--- src/pcxrle_pkg.sv ---
// Shared types and constants for the PCX run-length row encoder.
`timescale 1ns / 1ps
`default_nettype none

package pcxrle_pkg;

  localparam logic [5:0] RUN_MAX    = 6'd63;
  localparam logic [7:0] RUN_MARK   = 8'hC0;
  localparam int         FIFO_DEPTH = 4;

  // one closed run, as handed from the front end to the byte emitter
  typedef struct packed {
    logic [7:0] data;
    logic [5:0] count;
    logic       last;
  } run_rec_t;

  typedef struct packed {
    logic full;
    logic empty;
  } fifo_stat_t;

  typedef enum logic {
    BK_HEAD,
    BK_BYTE
  } bk_state_t;

endpackage

`default_nettype wire

--- src/pcxrle_front.sv ---
// Front end: tracks the open run and turns each input byte into closed-run records.
`timescale 1ns / 1ps
`default_nettype none

module pcxrle_front (
  input  wire                   clk,
  input  wire                   rst_n,
  input  wire                   cfg_valid,
  input  wire                   cfg_data,
  input  wire                   in_valid,
  output logic                  in_ready,
  input  wire  [7:0]            in_byte,
  input  wire                   in_end,
  input  wire  pcxrle_pkg::fifo_stat_t q_stat,
  output logic                  push,
  output pcxrle_pkg::run_rec_t  push_rec
);

  logic                 pad_r;
  logic [7:0]           run_byte_r, run_byte_nxt;
  logic [5:0]           run_count_r, run_count_nxt;
  logic                 run_open_r, run_open_nxt;
  logic                 odd_r, odd_nxt;
  pcxrle_pkg::run_rec_t p0_r, p0_nxt, p1_r, p1_nxt;
  logic [1:0]           pend_cnt_r, pend_cnt_nxt;

  logic                 accept;
  logic                 match;
  logic                 v1, v2, pad_feed;
  logic [5:0]           cnt_a, cnt_b;
  pcxrle_pkg::run_rec_t r1, r2, r3, first;

  assign in_ready = (pend_cnt_r == 2'd0) && !q_stat.full;
  assign accept   = in_valid && in_ready;

  always_comb begin
    match    = run_open_r && (in_byte == run_byte_r) && (run_count_r < pcxrle_pkg::RUN_MAX);
    v1       = run_open_r && !match;
    r1       = '{data: run_byte_r, count: run_count_r, last: !in_end};
    cnt_a    = match ? 6'(run_count_r + 6'd1) : 6'd1;
    // padding repeats the byte; it only closes a run when that run is already full
    pad_feed = in_end && pad_r && !odd_r;
    v2       = pad_feed && (cnt_a == pcxrle_pkg::RUN_MAX);
    r2       = '{data: in_byte, count: pcxrle_pkg::RUN_MAX, last: 1'b0};
    if (!pad_feed) begin
      cnt_b = cnt_a;
    end else if (cnt_a == pcxrle_pkg::RUN_MAX) begin
      cnt_b = 6'd1;
    end else begin
      cnt_b = 6'(cnt_a + 6'd1);
    end
    r3    = '{data: in_byte, count: cnt_b, last: 1'b1};
    if (v1) begin
      first = r1;
    end else if (v2) begin
      first = r2;
    end else begin
      first = r3;
    end
  end

  always_comb begin
    run_byte_nxt  = run_byte_r;
    run_count_nxt = run_count_r;
    run_open_nxt  = run_open_r;
    odd_nxt       = odd_r;
    p0_nxt        = p0_r;
    p1_nxt        = p1_r;
    pend_cnt_nxt  = pend_cnt_r;
    push          = 1'b0;
    push_rec      = first;
    if (pend_cnt_r != 2'd0) begin
      push_rec = p0_r;
      if (!q_stat.full) begin
        push         = 1'b1;
        p0_nxt       = p1_r;
        pend_cnt_nxt = 2'(pend_cnt_r - 2'd1);
      end
    end else if (accept) begin
      push = v1 || in_end;
      if (in_end) begin
        run_byte_nxt  = 8'd0;
        run_count_nxt = 6'd0;
        run_open_nxt  = 1'b0;
        odd_nxt       = 1'b0;
        p0_nxt        = (v1 && v2) ? r2 : r3;
        p1_nxt        = r3;
        pend_cnt_nxt  = {1'b0, v1} + {1'b0, v2};
      end else begin
        run_byte_nxt  = in_byte;
        run_count_nxt = cnt_a;
        run_open_nxt  = 1'b1;
        odd_nxt       = !odd_r;
      end
    end
  end

  always_ff @(posedge clk) begin
    if (!rst_n) begin
      pad_r       <= 1'b1;
      run_byte_r  <= 8'd0;
      run_count_r <= 6'd0;
      run_open_r  <= 1'b0;
      odd_r       <= 1'b0;
      pend_cnt_r  <= 2'd0;
    end else begin
      if (cfg_valid) begin
        pad_r <= cfg_data;
      end
      run_byte_r  <= run_byte_nxt;
      run_count_r <= run_count_nxt;
      run_open_r  <= run_open_nxt;
      odd_r       <= odd_nxt;
      pend_cnt_r  <= pend_cnt_nxt;
    end
  end

  always_ff @(posedge clk) begin
    p0_r <= p0_nxt;
    p1_r <= p1_nxt;
  end

`ifndef SYNTHESIS
  a_open_count: assert property (@(posedge clk) disable iff (!rst_n)
    run_open_r |-> (run_count_r != 6'd0))
    else $error("open run with zero count");
  a_row_end_clears: assert property (@(posedge clk) disable iff (!rst_n)
    (accept && in_end) |=> (!run_open_r && !odd_r && pend_cnt_r != 2'd3))
    else $error("row end did not clear run state");
`endif

endmodule

`default_nettype wire

--- src/pcxrle_fifo.sv ---
// Small register queue of run records between the front end and the emitter.
`timescale 1ns / 1ps
`default_nettype none

module pcxrle_fifo #(
  parameter int DEPTH = pcxrle_pkg::FIFO_DEPTH
) (
  input  wire                    clk,
  input  wire                    rst_n,
  input  wire                    push,
  input  wire  pcxrle_pkg::run_rec_t push_rec,
  input  wire                    pop,
  output pcxrle_pkg::run_rec_t   head,
  output pcxrle_pkg::fifo_stat_t stat
);

  localparam int PTR_W = (DEPTH > 1) ? $clog2(DEPTH) : 1;
  localparam int CNT_W = $clog2(DEPTH + 1);
  localparam logic [PTR_W-1:0] PTR_LAST = PTR_W'(DEPTH - 1);
  localparam logic [CNT_W-1:0] CNT_FULL = CNT_W'(DEPTH);

  pcxrle_pkg::run_rec_t mem_r [DEPTH];
  logic [PTR_W-1:0] wr_ptr_r, rd_ptr_r;
  logic [CNT_W-1:0] cnt_r;

  assign head       = mem_r[rd_ptr_r];
  assign stat.full  = (cnt_r == CNT_FULL);
  assign stat.empty = (cnt_r == '0);

  always_ff @(posedge clk) begin
    if (push) begin
      mem_r[wr_ptr_r] <= push_rec;
    end
  end

  always_ff @(posedge clk) begin
    if (!rst_n) begin
      wr_ptr_r <= '0;
      rd_ptr_r <= '0;
      cnt_r    <= '0;
    end else begin
      if (push) begin
        wr_ptr_r <= (wr_ptr_r == PTR_LAST) ? '0 : PTR_W'(wr_ptr_r + 1'b1);
      end
      if (pop) begin
        rd_ptr_r <= (rd_ptr_r == PTR_LAST) ? '0 : PTR_W'(rd_ptr_r + 1'b1);
      end
      if (push && !pop) begin
        cnt_r <= CNT_W'(cnt_r + 1'b1);
      end else if (pop && !push) begin
        cnt_r <= CNT_W'(cnt_r - 1'b1);
      end
    end
  end

`ifndef SYNTHESIS
  a_no_overrun: assert property (@(posedge clk) disable iff (!rst_n)
    !(push && stat.full) && !(pop && stat.empty))
    else $error("queue overrun or underrun");
`endif

endmodule

`default_nettype wire

--- src/pcxrle_back.sv ---
// Byte emitter: expands run records into literal or count+byte pairs.
`timescale 1ns / 1ps
`default_nettype none

module pcxrle_back (
  input  wire                    clk,
  input  wire                    rst_n,
  input  wire  pcxrle_pkg::run_rec_t   head,
  input  wire  pcxrle_pkg::fifo_stat_t q_stat,
  output logic                   pop,
  output logic                   out_valid,
  input  wire                    out_ready,
  output logic [7:0]             out_byte,
  output logic                   out_last
);

  pcxrle_pkg::bk_state_t state_r, state_nxt;
  logic       out_valid_r;
  logic [7:0] out_byte_r;
  logic       out_last_r;

  logic       load_ok;
  logic       need_cnt;
  logic       ld;
  logic [7:0] ld_byte;
  logic       ld_last;

  assign load_ok  = !out_valid_r || out_ready;
  // single bytes with both top bits set must still go out as a count pair
  assign need_cnt = (head.count > 6'd1) || (head.data[7:6] == 2'b11);

  always_comb begin
    state_nxt = state_r;
    case (state_r)
      pcxrle_pkg::BK_HEAD: begin
        if (load_ok && !q_stat.empty && need_cnt) begin
          state_nxt = pcxrle_pkg::BK_BYTE;
        end
      end
      pcxrle_pkg::BK_BYTE: begin
        if (load_ok) begin
          state_nxt = pcxrle_pkg::BK_HEAD;
        end
      end
      default: state_nxt = pcxrle_pkg::BK_HEAD;
    endcase
  end

  always_comb begin
    ld      = 1'b0;
    pop     = 1'b0;
    ld_byte = head.data;
    ld_last = head.last;
    case (state_r)
      pcxrle_pkg::BK_HEAD: begin
        if (load_ok && !q_stat.empty) begin
          ld = 1'b1;
          if (need_cnt) begin
            ld_byte = pcxrle_pkg::RUN_MARK | {2'b00, head.count};
            ld_last = 1'b0;
          end else begin
            pop = 1'b1;
          end
        end
      end
      pcxrle_pkg::BK_BYTE: begin
        if (load_ok) begin
          ld  = 1'b1;
          pop = 1'b1;
        end
      end
      default: begin
        ld  = 1'b0;
        pop = 1'b0;
      end
    endcase
  end

  always_ff @(posedge clk) begin
    if (!rst_n) begin
      state_r     <= pcxrle_pkg::BK_HEAD;
      out_valid_r <= 1'b0;
    end else begin
      state_r <= state_nxt;
      if (ld) begin
        out_valid_r <= 1'b1;
      end else if (out_ready) begin
        out_valid_r <= 1'b0;
      end
    end
  end

  always_ff @(posedge clk) begin
    if (ld) begin
      out_byte_r <= ld_byte;
      out_last_r <= ld_last;
    end
  end

  assign out_valid = out_valid_r;
  assign out_byte  = out_byte_r;
  assign out_last  = out_last_r;

`ifndef SYNTHESIS
  a_byte_has_head: assert property (@(posedge clk) disable iff (!rst_n)
    (state_r == pcxrle_pkg::BK_BYTE) |-> !q_stat.empty)
    else $error("emitter in byte phase with empty queue");
`endif

endmodule

`default_nettype wire

--- src/pcx_rle_row_encoder.sv ---
// Top level of the PCX run-length row encoder.
//
//  channel | ports                          | payload
//  --------+--------------------------------+------------------------------------
//  input   | in_tvalid/in_tready            | in_tdata=data_byte, in_tlast=row_end
//  output  | out_tvalid/out_tready          | out_tdata=out_byte, out_tlast=last_of_item
//  config  | cfg_valid/cfg_ready            | cfg_data=pad_to_even
//
// The front end takes one byte per cycle while the queue has room and it closes
// at most one run; a row end closing more runs keeps in_tready low until all are queued.
// The emitter sends one byte per cycle unless out_tready stalls; count bytes go first.
// A queue of FIFO_DEPTH run records lets the two sides stall independently.
// Reset (rst_n low, synchronous) empties the queue, drops any open run and sets
// pad_to_even to 1. cfg_ready is always high.
`timescale 1ns / 1ps
`default_nettype none

module pcx_rle_row_encoder #(
  parameter int FIFO_DEPTH = pcxrle_pkg::FIFO_DEPTH
) (
  input  wire        clk,
  input  wire        rst_n,
  input  wire        cfg_valid,
  output logic       cfg_ready,
  input  wire        cfg_data,     // [0] pad_to_even
  input  wire        in_tvalid,
  output logic       in_tready,
  input  wire  [7:0] in_tdata,     // [7:0] data_byte
  input  wire        in_tlast,     // row_end
  output logic       out_tvalid,
  input  wire        out_tready,
  output logic [7:0] out_tdata,    // [7:0] out_byte
  output logic       out_tlast     // last_of_item
);

  pcxrle_pkg::fifo_stat_t q_stat;
  pcxrle_pkg::run_rec_t   push_rec, head;
  logic                   push, pop;

  assign cfg_ready = 1'b1;

  pcxrle_front u_front (
    .clk      (clk),
    .rst_n    (rst_n),
    .cfg_valid(cfg_valid),
    .cfg_data (cfg_data),
    .in_valid (in_tvalid),
    .in_ready (in_tready),
    .in_byte  (in_tdata),
    .in_end   (in_tlast),
    .q_stat   (q_stat),
    .push     (push),
    .push_rec (push_rec)
  );

  pcxrle_fifo #(
    .DEPTH(FIFO_DEPTH)
  ) u_fifo (
    .clk     (clk),
    .rst_n   (rst_n),
    .push    (push),
    .push_rec(push_rec),
    .pop     (pop),
    .head    (head),
    .stat    (q_stat)
  );

  pcxrle_back u_back (
    .clk      (clk),
    .rst_n    (rst_n),
    .head     (head),
    .q_stat   (q_stat),
    .pop      (pop),
    .out_valid(out_tvalid),
    .out_ready(out_tready),
    .out_byte (out_tdata),
    .out_last (out_tlast)
  );

endmodule

`default_nettype wire

--- config.mk ---
export PLATFORM = sky130hd
export DESIGN_NAME = pcx_rle_row_encoder
export DESIGN_NICKNAME = d
export VERILOG_FILES = /design/src/pcxrle_pkg.sv /design/src/pcxrle_front.sv /design/src/pcxrle_fifo.sv /design/src/pcxrle_back.sv /design/src/pcx_rle_row_encoder.sv
export SDC_FILE = /design/constraint.sdc
export NUM_CORES = 1
export LEC_CHECK = 0
export ABC_AREA = 1
export CAP_MARGIN = 30
export CORE_MARGIN = 4
export CORE_UTILIZATION = 30
export CTS_CLUSTER_SIZE = 28
export DETAILED_ROUTE_END_ITERATION = 8
export DONT_BUFFER_PORTS = 1
export HOLD_SLACK_MARGIN = 0.02
export PLACE_DENSITY_LB_ADDON = 0.05
export RECOVER_POWER = 25
export SYNTH_ARGS = -nofsm -noshare
export SYNTH_HDL_FRONTEND = slang
export SYNTH_SLANG_ARGS = --single-unit
--- constraint.sdc ---
create_clock -name clk -period 4.1 [get_ports clk]
set_input_delay 0.82 -clock clk [delete_from_list [all_inputs] [get_ports clk]]
set_output_delay 0.82 -clock clk [all_outputs]
set_load 0.005 [all_outputs]
# == Word-level counts from Yosys, hierarchy flattened ==
# Memories as Yosys holds them, arrays and structs flattened. A register that Yosys moved wholly into a read port is not among the register bits.
# Index checks and enable logic that the tools add are counted.
# op_classes
reduce_logical,34
n_lt_le_gt_ge,2
n_bitwise,2
addsub,8
eq_ne,7
mux,47
# ops
cell,n
$mux W15,6
$mux W8,4
$mux W6,4
$mux W1,18
$mux W2,8
$mux W7,2
$logic_and A1 B1 Y1,13
$add A6 B1 Y6 const B,2
$reduce_bool A2 Y1,5
$eq A8 B8 Y1,1
$logic_not A1 Y1,8
$eq A2 B2 Y1 const B,3
$eq A6 B6 Y1 const B,1
$gt A6 B1 Y1 const B,1
$lt A6 B6 Y1 const B,1
$mux W3,2
$pmux W1 S2,3
$reduce_and A3 Y1,2
$add A2 B1 Y2 const B,2
$add A3 B1 Y3 const B,1
$eq A3 B3 Y1 const B,1
$logic_not A3 Y1,1
$logic_or A1 B1 Y1,3
$sub A3 B1 Y3 const B,1
6 further kinds,7
# word_totals
mem_bits_rw,60
wordCells,119
memories,1
ff_bits,66
# memory_table
name,depth,word_bits,rd,rd_clocked_by_memory_dff,wr,line_no,text
u_fifo.mem_r,4,15,1,1,1,pcxrle_fifo.sv:22,pcxrle_pkg::run_rec_t mem_r [DEPTH];

# == Longest topological paths before layout ==
# logic_depth
word_depth,12
depth_mapped,21
mapped_depth_nobuf,20

# == Modules after synthesis ==
# From an unflattened synthesis, not the netlist that was laid out.
# unflattened
hier_cells,640
hier_area_um2,6115.9
# modules_own_cells
module,instances,cells_each,area_each_um2
pcxrle_fifo,1,204,2803.9
pcxrle_front,1,376,2756.4
pcxrle_back,1,58,544.3
pcx_rle_row_encoder,1,2,11.3

# == Least setup slack after synthesis ==
# OpenSTA, ideal clock, no wires.
# synth_path
path_kind,input -> register
startpoint,in in_tdata[1]
endpoint,reg u_front.p0_r[2] (netlist name) (data pin)
arrival_time_ns,2.699
path_buffers,1
path_stages,20
required_time_ns,3.845
path_slack_ns,1.146
setup_ns,0.255
cell_sequence,inv_2 -> nand2_1 -> nand2_1 -> nor2_1 -> nand3_2 -> nor2_4 -> buf_8 -> nand2_2 -> ha_1 -> inv_1 -> nor2_1 -> nand3_1 -> nor2_2 -> nand2_2 -> inv_1 -> ha_1 -> nor2_1 -> nand2_1 -> o21ai_0 -> inv_1
# synth_rtl
item,line_no,text
start: declaration,pcx_rle_row_encoder.sv:28,"input wire [7:0] in_tdata,"
end signal: assignment,pcxrle_front.sv:119,p0_r <= p0_nxt;
end: declaration,pcxrle_front.sv:24,"pcxrle_pkg::run_rec_t p0_r, p0_nxt, p1_r, p1_nxt;"

# == Final worst setup path ==
# layout_path
startpoint,reg u_front.pend_cnt_r[0]
endpoint,"reg u_front.p1_r[11] (netlist name), enable pin"
# layout_via
elab_chain_cells,4
word_cells_on_any_way,6
cone_classes,bitwise: 1; reduce/logical: 5
# layout_lines
item,line_no,text
start: declaration,pcxrle_front.sv:25,"logic [1:0] pend_cnt_r, pend_cnt_nxt;"
start signal: assignment,pcxrle_front.sv:114,pend_cnt_r <= pend_cnt_nxt;
$logic_not A2 Y1,pcxrle_front.sv:33,assign in_ready = (pend_cnt_r == 2'd0) && !q_stat.full;
$logic_and A1 B1 Y1,pcxrle_front.sv:33,
$logic_and A1 B1 Y1,pcxrle_front.sv:34,assign accept = in_valid && in_ready;
$reduce_and A3 Y1 (no line) *,--,
end signal: assignment,pcxrle_front.sv:120,p1_r <= p1_nxt;
end: declaration,pcxrle_front.sv:24,
# Every way passes the cells marked *; elsewhere a longest branch is shown, timed or not.
# A chain may end at the register's enable or synchronous reset.

==> results.json <==
{
  "avgRoutedWirePerCell_um": 16.0,
  "drt_iter0_drc": 212,
  "io_buffers": 0,
  "grt_pass1_wl_um": 22700,
  "via_per_inst": 4.53,
  "crit_path_start": "u_front.pend_cnt_r[0]$_SDFFE_PN0P_",
  "drc": 0,
  "ys_types": 44,
  "timing.critical_path.to": "u_front.p1_r[11]$_DFFE_PP_",
  "period_needed_ps": 3460,
  "syn_to_final_growth_pct": 14.2,
  "grt_remaining_overflow": 0,
  "hold_depth": 2,
  "die_h_um": 148,
  "cp_max_fo": 31,
  "postSynthCellCount": 607,
  "reg2reg_slack_ps": 640,
  "hold_viol": 0,
  "sw_frac_of_total_pct": 33.2,
  "coreArea_um2": 19000,
  "p_sw_mw": 1.44,
  "rsz0062_at_grt": "no",
  "grt_pass1_vias": 3994,
  "clock_latency_ps": 420,
  "track_usage_pct": 13.7,
  "fin_worst_skew_ps": 13.2,
  "die_area_um2": 21800,
  "synth_common_cells": "nand2_1 (119), edfxtp_1 (98), nor2_1 (86)",
  "start_util_pct": 30.9,
  "slew_headroom_pct": 18.2,
  "power.density_nw_per_um2": 649,
  "syn-num-nets": 632,
  "combPwrFrac_pct": 24.6,
  "avgSynthCellArea_um2": 9.64,
  "clock.fmax_mhz": 289,
  "ys_seq_elements": 128,
  "ys_top_cells_by_area": "edfxtp_1 (50%), dfxtp_1 (10%), nand2_1 (7.6%), o21ai_0 (6.1%), nor2_1 (5.5%)",
  "peakVddDrop_uv": 268,
  "antenna_found_initial": 0,
  "grt_max_degree": 32,
  "min_path_type": "register to register",
  "row_count": 50,
  "yosysMostFrequentCell": "nand2_1",
  "ant_nets": 0,
  "status": "finished, final reports clean",
  "cp.required_ps": 4210,
  "drive_gt1_share_pct": 11.1,
  "finalCritPeriodShare_pct": 84.5,
  "nNetsFinal": 636,
  "worstReg2RegStart": "u_front.pend_cnt_r[0]$_SDFFE_PN0P_",
  "synth_warnings": 0,
  "worst_setup_path_end_kind": "register",
  "reg2reg_to": "u_front.p1_r[11]$_DFFE_PP_",
  "cts_hold_buf": 0,
  "fp.dieW_um": 148,
  "pin_count": 27,
  "p_seq_share_pct": 41.6,
  "drt_first_pass_iters": 4,
  "synthFlopType": "edfxtp_1",
  "synth-edff-count": 98,
  "clkSlewWorstSetupHoldPaths_ps": 60,
  "cts_buffers": 17,
  "vias": 4003,
  "drv_slew": 0,
  "cts_root_buf": "clkbuf_16",
  "setup_viol": 0,
  "yosys.area.top_type": "edfxtp_1",
  "timing.hold.ws_ps": 474,
  "criticalPathCategory": "register to register",
  "antenna_cells": 0,
  "ctsLongestPathBuffers": 2,
  "dp_hpwl_um": 9420,
  "ys_seq_area_share_pct": 60.6,
  "rr_worst_depth": 6,
  "place.gp.congestion": 0.798,
  "fillers": 1943,
  "cts_setup_buffers": 0,
  "setup_tns_ps": 0,
  "worst_slew_pin_slew_ps": 1230,
  "power_leakage_nw": 2.56,
  "cts_resized": 0,
  "async_reset_ff_share_pct": 0,
  "clkPwrFrac_pct": 33.8,
  "cts_tree": "done",
  "critPathLaunchType": "register",
  "syn_area_um2": 5850,
  "cp.arrival_ps": 3570,
  "yosys.area.top_type_share_pct": 50.3,
  "htree_levels": 4,
  "intPower_mw": 2.90,
  "cts_sinks": 128,
  "cap_violations": 0,
  "wirelength_um": 14100
}
layout by cell type (no fill, tap or decap), types with 5 or more instances in the layout:
master / instances
ha_1: 9
nor2_2: 6
dfxtp_1: 30
inv_1: 59
a21oi_1: 29
nor2_1: 86
clkbuf_16: 17
clkinv_2: 5
o21ai_0: 71
nand2_1: 119
inv_2: 6
edfxtp_1: 98
o22ai_1: 5
nand2_2: 6
o22a_1: 5
buf_4: 8
o21ai_1: 6
nand3_1: 15
routing by layer:
layer | global-route usage (%) | up-vias | share of wire, %
li1 | - | 2034 | -
met1 | 18.7 | 1890 | 49
met2 | 21.4 | 69 | 47
met3 | 3.71 | 10 | 3.4
met4 | 3.68 | 0 | 0.81
met5 | 0 | - | 0
layout make-up:
class,count,area (um2),share of cell area (%)
well taps,260,325,4.87
flip-flops and latches,128,3540,53.0
multi-input cells,388,1930,28.8
clock inverters,13,139,2.08
inverters,67,253,3.78
repair buffers,9,63.8,0.955
clock buffers,19,433,6.48
flip-flops by register name (all words and copies together) (netlist names), 2 cells and up, named ones only:
| signal | count |
|---|---|
| u_front.pend_cnt_r | 2 |
| u_fifo.mem_r | 60 |
| u_front.run_byte_r | 8 |
| u_front.run_count_r | 6 |
| u_front.p0_r | 15 |
| u_front.p1_r | 14 |
| u_fifo.rd_ptr_r | 2 |
| u_back.out_byte | 8 |
| u_fifo.wr_ptr_r | 2 |
| u_fifo.cnt_r | 3 |
worst min path at each step:
stage                                     from                         end  slack, ps
floorplan           u_front.pad_r$_SDFFE_PN1P_  u_front.pad_r$_SDFFE_PN1P_        440
global placement    u_front.odd_r$_SDFFE_PN0P_  u_front.odd_r$_SDFFE_PN0P_        470
detailed placement  u_front.odd_r$_SDFFE_PN0P_  u_front.odd_r$_SDFFE_PN0P_        470
CTS                 u_front.odd_r$_SDFFE_PN0P_  u_front.odd_r$_SDFFE_PN0P_        470
global route                       in_tdata[6]  u_front.p1_r[13]$_DFFE_PP_        470
finish              u_front.odd_r$_SDFFE_PN0P_  u_front.odd_r$_SDFFE_PN0P_        470
metrics by stage:
stage / util [%] / total power, mW / setup slack [ps] / std cells / area (um2)
global placement: 32.3 / 2.94 / 650 / 852 / 6120
finish: 35.3 / 4.34 / 637 / 884 / 6690
CTS: 35.3 / 4.42 / 877 / 884 / 6690
global route: 35.3 / 4.65 / 360 / 884 / 6690
floorplan: - / 2.57 / 1150 / 607 / 5850
detailed placement: 32.3 / 2.94 / 656 / 852 / 6120
critical path: stages (launching register included):
cell	delay, ps
dfxtp_1	340
nor2_4	100
clkbuf_1	900
inv_1	180
buf_4	310
nor3_1	950
buf_4	370
kinds of logic after synthesis:
group	share of synthesized area, %
adder cells (fa/ha/maj)	2.27
flip-flops	60.6
AO/OA/AOI/OAI	11.9
other	0.0641
buffers and inverters	6.50
AND/OR/NAND/NOR	17.8
XOR/XNOR	0.920
power by group through the flow:
stage / logic (mW) / registers (mW) / clock network, mW
global placement: 1.10 / 1.84 / 0
finish: 1.07 / 1.81 / 1.47
CTS: 1.10 / 1.81 / 1.51
floorplan: 0.777 / 1.79 / 0
global route: 1.24 / 1.83 / 1.58
detailed placement: 1.10 / 1.84 / 0
Note: power is estimated with default switching activity, not from simulation.
